[src/hw/rtl/rfc_pkg.sv]
`default_nettype none

package rfc_pkg;

	// Action codes of an input item. Code 3 is ignored.
	localparam logic [1:0] ACT_LOAD_NODE = 2'd0;
	localparam logic [1:0] ACT_LOAD_FEAT = 2'd1;
	localparam logic [1:0] ACT_CLASSIFY  = 2'd2;

	// Register index of tree_count and its value after reset.
	localparam logic       REG_TREE_COUNT   = 1'b0;
	localparam logic [4:0] TREE_COUNT_RESET = 5'd16;

	// Vote counts above this value are reported saturated.
	localparam logic [4:0] VOTE_COUNT_MAX = 5'd31;

	typedef struct packed {
		logic [1:0]         action;
		logic [3:0]         tree_index;
		logic [7:0]         node_index;
		logic               node_is_leaf;
		logic [4:0]         split_feature;
		logic signed [15:0] split_threshold;
		logic [3:0]         leaf_class;
		logic signed [15:0] feature_value;
	} in_item_t;

	typedef struct packed {
		logic [3:0] class_label;
		logic [4:0] vote_count;
	} out_item_t;

	typedef struct packed {
		logic load_node;
		logic load_feat;
		logic start;
		logic vote;
		logic step;
		logic scan;
		logic emit;
	} rfc_cmd_t;

	typedef struct packed {
		logic trees_zero;
		logic leaf_stop;
		logic last_tree;
		logic scan_last;
		logic out_free;
	} rfc_sts_t;

endpackage

`default_nettype wire

[src/hw/rtl/rfc_ctrl.sv]
`default_nettype none

module rfc_ctrl import rfc_pkg::*; (
	input  wire logic       clk,
	input  wire logic       arst_n,
	input  wire logic       item_valid,
	input  wire logic [1:0] action,
	input  wire rfc_sts_t   sts,
	output rfc_cmd_t        cmd,
	output logic            idle
);

	typedef enum logic [5:0] {
		ST_IDLE = 6'b000001,
		ST_NODE = 6'b000010,
		ST_EVAL = 6'b000100,
		ST_CMP  = 6'b001000,
		ST_SCAN = 6'b010000,
		ST_DONE = 6'b100000
	} state_t;

	state_t state_q, state_d;
	logic   accept;

	assign idle   = (state_q == ST_IDLE);
	assign accept = item_valid && idle;

	always_comb begin
		state_d = state_q;
		cmd     = '0;
		unique case (state_q)
			ST_IDLE: begin
				if (accept) begin
					unique case (action)
						ACT_LOAD_NODE: cmd.load_node = 1'b1;
						ACT_LOAD_FEAT: cmd.load_feat = 1'b1;
						ACT_CLASSIFY: begin
							cmd.start = 1'b1;
							state_d   = sts.trees_zero ? ST_SCAN : ST_NODE;
						end
						default: ;
					endcase
				end
			end
			// The node address is presented here; its data is read in EVAL.
			ST_NODE: state_d = ST_EVAL;
			ST_EVAL: begin
				if (sts.leaf_stop) begin
					cmd.vote = 1'b1;
					state_d  = sts.last_tree ? ST_SCAN : ST_NODE;
				end else begin
					state_d = ST_CMP;
				end
			end
			ST_CMP: begin
				cmd.step = 1'b1;
				state_d  = ST_NODE;
			end
			ST_SCAN: begin
				cmd.scan = 1'b1;
				if (sts.scan_last) begin
					state_d = ST_DONE;
				end
			end
			ST_DONE: begin
				if (sts.out_free) begin
					cmd.emit = 1'b1;
					state_d  = ST_IDLE;
				end
			end
			default: state_d = ST_IDLE;
		endcase
	end

	always_ff @(posedge clk or negedge arst_n) begin
		if (!arst_n) begin
			state_q <= ST_IDLE;
		end else begin
			state_q <= state_d;
		end
	end

`ifndef SYNTH
	a_classify_starts_walk: assert property (@(posedge clk) disable iff (!arst_n)
		(accept && action == ACT_CLASSIFY) |=> (state_q == ST_NODE || state_q == ST_SCAN))
		else $error("classify transfer did not start a walk or scan");

	a_node_then_eval: assert property (@(posedge clk) disable iff (!arst_n)
		(state_q == ST_NODE) |=> (state_q == ST_EVAL))
		else $error("node read not followed by evaluation");

	a_done_holds: assert property (@(posedge clk) disable iff (!arst_n)
		(state_q == ST_DONE && !sts.out_free) |=> (state_q == ST_DONE))
		else $error("result dropped while output register was full");

	a_emit_only_done: assert property (@(posedge clk) disable iff (!arst_n)
		cmd.emit |-> (state_q == ST_DONE && sts.out_free))
		else $error("result issued outside of the done state");
`endif

endmodule

`default_nettype wire

[config.mk]
export PLATFORM = sky130hd
export DESIGN_NAME = rfc_ctrl
export DESIGN_NICKNAME = d
export VERILOG_FILES = /design/src/hw/rtl/rfc_pkg.sv /design/src/hw/rtl/rfc_ctrl.sv
export SDC_FILE = /design/constraint.sdc
export NUM_CORES = 1
export LEC_CHECK = 0
export ABC_CLOCK_PERIOD_IN_PS = 4500
export BUFFER_PORTS_ARGS = -buffer_cell sky130_fd_sc_hd__buf_2
export CORE_ASPECT_RATIO = 1.25
export CORE_UTILIZATION = 24
export DETAILED_ROUTE_END_ITERATION = 10
export PLACE_DENSITY = 0.55
export SLEW_MARGIN = 20
export SYNTH_ARGS = -nofsm -noshare
export SYNTH_HDL_FRONTEND = slang
export SYNTH_SLANG_ARGS = --single-unit
[constraint.sdc]
create_clock -name clk -period 4.5 [get_ports clk]
set_input_delay 0.675 -clock clk [delete_from_list [all_inputs] [get_ports clk]]
set_output_delay 0.675 -clock clk [all_outputs]
set_load 0.1 [all_outputs]
==> impl_metrics.env <==
export IMPL_stdcell_count=81
export IMPL_hold_violations=0
export IMPL_track_usage_pct=10.6
export IMPL_ios=18
export IMPL_synth_area_leaders="dfrtp_1, dfstp_2, nor2b_1"
export IMPL_drive_gt1_share_pct=41.3
export IMPL_diodes=0
export IMPL_dp_cells=77
export IMPL_ys_flop_type="dfrtp_1"
export IMPL_crit_buf_inv=1
export IMPL_worstPathMaxFanout=7
export IMPL_synth_top_cell_by_area="dfrtp_1"
export IMPL_grt_pass1_wl_um=1290
export IMPL_cpPeakStageDelay_ps=440
export IMPL_syn_num_nets=52
export IMPL_top_regs="state_q (6)"
export IMPL_final_area_um2=554
export IMPL_wl_per_cell_um=10.7
export IMPL_path_clk_slew_ps=50
export IMPL_syn2layout_area_growth_pct=35.1
export IMPL_period_minus_slack_ps=2740
export IMPL_comb_power_share_pct=26.7
export IMPL_max_clock_freq_ghz=0.364
export IMPL_ys_types=27
export IMPL_status="finished, final reports clean"
export IMPL_cts_sinks=6
export IMPL_grt_pass1_vias=313
export IMPL_cp_slowest_cell="buf_2"
export IMPL_dpl_cell_area_um2=528
export IMPL_n_fill_cell=174
export IMPL_synth_seq_cells=6
export IMPL_use_met1_pct=12.6
export IMPL_cp_required_ps=3830
export IMPL_ys_seq_area_share_pct=36.9
export IMPL_first_pass_iters=2
export IMPL_crit_family="simple AND/OR/NAND/NOR gates"
export IMPL_max_cap_violations=0
export IMPL_cts_inserted_buffers=3
export IMPL_antenna_found_initial=0
export IMPL_hold_buffers=0
export IMPL_hpwl_um=729
export IMPL_tightest_slew_ps=488
export IMPL_synthCells=42
export IMPL_critical_path_class="reg -> out"
export IMPL_grt_setup_unrepaired="no"
export IMPL_overflow=0
export IMPL_use_met3_pct=1.37
export IMPL_busiest_layer="met2"
export IMPL_totalNegativeSetupSlack_ps=0
export IMPL_synth_cell_area_um2=410
export IMPL_die_h_um=48.2
export IMPL_viasPerCell=4.93
export IMPL_postSynthAreaPerCell_um2=9.77
export IMPL_cts_tree="built"
export IMPL_skew_ps=8.09
export IMPL_setup_viol=0
export IMPL_cts_repair_resized=0
export IMPL_row_count=16
export IMPL_synth_edf_count=0
export IMPL_largest_register_ffs=6
export IMPL_leakage_uw=0.000259
export IMPL_drt_initial_drc_count=1
export IMPL_grt_max_degree=9
export IMPL_slew_headroom_pct=67.7
export IMPL_fin_nets=74
export IMPL_startpoint_type="register"
export IMPL_largest_register="state_q"
export IMPL_holdCritPathClass="in -> async"
export IMPL_initial_core_util_pct=25.9
export IMPL_seqCellArea_um2=151
export IMPL_die_x_um=39.0
export IMPL_yosysWarnings=0
export IMPL_r2r_end="state_q[4]"
export IMPL_yosysTopAreaCellShare_pct=30.5
export IMPL_routed_wl_um=866
export IMPL_multi_input_area_um2=269
export IMPL_drcViolationCount=0
export IMPL_antenna_left=0
export IMPL_r2r_start="state_q[1]"
export IMPL_cts_setup_buffers=0
export IMPL_netSwitchingFraction_pct=32.5
export IMPL_critPathCaptureType="primary output"
export IMPL_power_internal_uw=100
export IMPL_place_congestion=0.659
export IMPL_p_per_area_nw_per_um2=268
export IMPL_slew_violations=0
export IMPL_fp_coreArea_um2=1580
export IMPL_htreeDepth=1
export IMPL_worst_ep_arrival_time_ps=2070
export IMPL_rrSetupSlack_ps=2890
export IMPL_vias=399
export IMPL_vdd_drop_max_uv=107
export IMPL_yosysMostFrequentCell="dfrtp_1"
export IMPL_clkPwrFrac_pct=34.5
export IMPL_clockRootBuffer="clkbuf_4"
export IMPL_io_buffers=17
export IMPL_die_area_um2=1880
export IMPL_reg2reg_depth=4
export IMPL_switchingPower_uw=48.3
export IMPL_clk_insertion_delay_late_ps=240
export IMPL_clockBufferDepth=2
export IMPL_netlist_top_cells_count="dfrtp_1, nor2b_1, nor3_1"
export IMPL_p_seq_share_pct=38.9
export IMPL_synthArstFlopShare_pct=100
export IMPL_period_share_pct=61.0
export IMPL_use_met2_pct=16.3
export IMPL_path_cells="nor4_1 -> and2_1 -> nand2_1 -> nor3b_2 -> buf_2"
==> area by class of cell <==
cell class | instances | area share, %
clock buffer | 4 | 4.74
multi-input combinational | 36 | 48.5
sequential | 6 | 27.3
tap | 18 | 4.06
timing repair buffer | 17 | 15.3
==> metal layers <==
metal	part of all wire (%)	up-vias
li1	-	209
met1	43	187
met2	55	1
met3	0.92	2
met4	1.2	0
met5	0	-
==> worst max-delay path by stage <==
| stage | startpoint | end | slack, ps | depth (start not counted) |
|---|---|---|---|---|
| final | state_q[5] | cmd[5] | 1760 | 5 |
| after global routing | state_q[5] | cmd[5] | 1600 | 5 |
| after global placement | state_q[4] | cmd[5] | 2000 | 5 |
| after floorplan | state_q[1] | cmd[2] | 580 | 2 |
| after detailed placement | state_q[4] | cmd[5] | 1990 | 5 |
| after CTS | state_q[4] | cmd[5] | 1730 | 5 |
==> metrics by stage <==
| stage | hold slack [ps] | total power, µW | utilization (%) | worst slack, ps |
|---|---|---|---|---|
| 4_1_cts | 237 | 152 | 35.0 | 1730 |
| 3_3_place_gp | 500 | 98.1 | 33.4 | 2000 |
| 3_5_place_dp | 500 | 98.3 | 33.4 | 1990 |
| 2_1_floorplan | 379 | 87.6 | - | 579 |
| 5_1_grt | 247 | 157 | 35.0 | 1600 |
| 6_report | 242 | 149 | 35.0 | 1760 |
==> placed cells by master, fill, tap and decap left out, drive strengths merged, types with 2 or more instances in the layout <==
| cell type | instances |
|---|---|
| nor3b | 3 |
| a21oi | 2 |
| clkbuf | 4 |
| and2 | 2 |
| or4 | 2 |
| buf | 17 |
| dfrtp | 5 |
| and3b | 2 |
| nor3 | 3 |
| nor4 | 2 |
| nor2b | 3 |
| nand3b | 2 |
| o21ai | 2 |
==> power groups by stage <==
| stage | logic (µW) | clock network (µW) | registers, µW |
|---|---|---|---|
| CTS | 39.9 | 54.2 | 57.7 |
| global route | 42.2 | 56.5 | 58.0 |
| global placement | 39.7 | 0 | 58.5 |
| detailed placement | 39.9 | 0 | 58.5 |
| floorplan | 29.6 | 0 | 58.0 |
| finish | 39.6 | 51.2 | 57.8 |
==> worst register-to-register path, stage by stage (launching register included) <==
cell and delay [ps]:
dfrtp_1 420, or4_4 570, nor3b_4 220, a32o_1 230, o21a_1 110
==> cells by family (layout without fill, tap and decap cells) <==
| family | Yosys count | after routing | synth area share (%) |
|---|---|---|---|
| AND/OR/NAND/NOR | 27 | 27 | 47.9 |
| AO/OA/AOI/OAI | 8 | 8 | 13.1 |
| flip-flops | 6 | 6 | 36.9 |
| XOR/XNOR | 1 | 1 | 2.13 |
| buffers and inverters | 0 | 21 | 0 |
No activity file was read; power rests on OpenSTA's default activity.
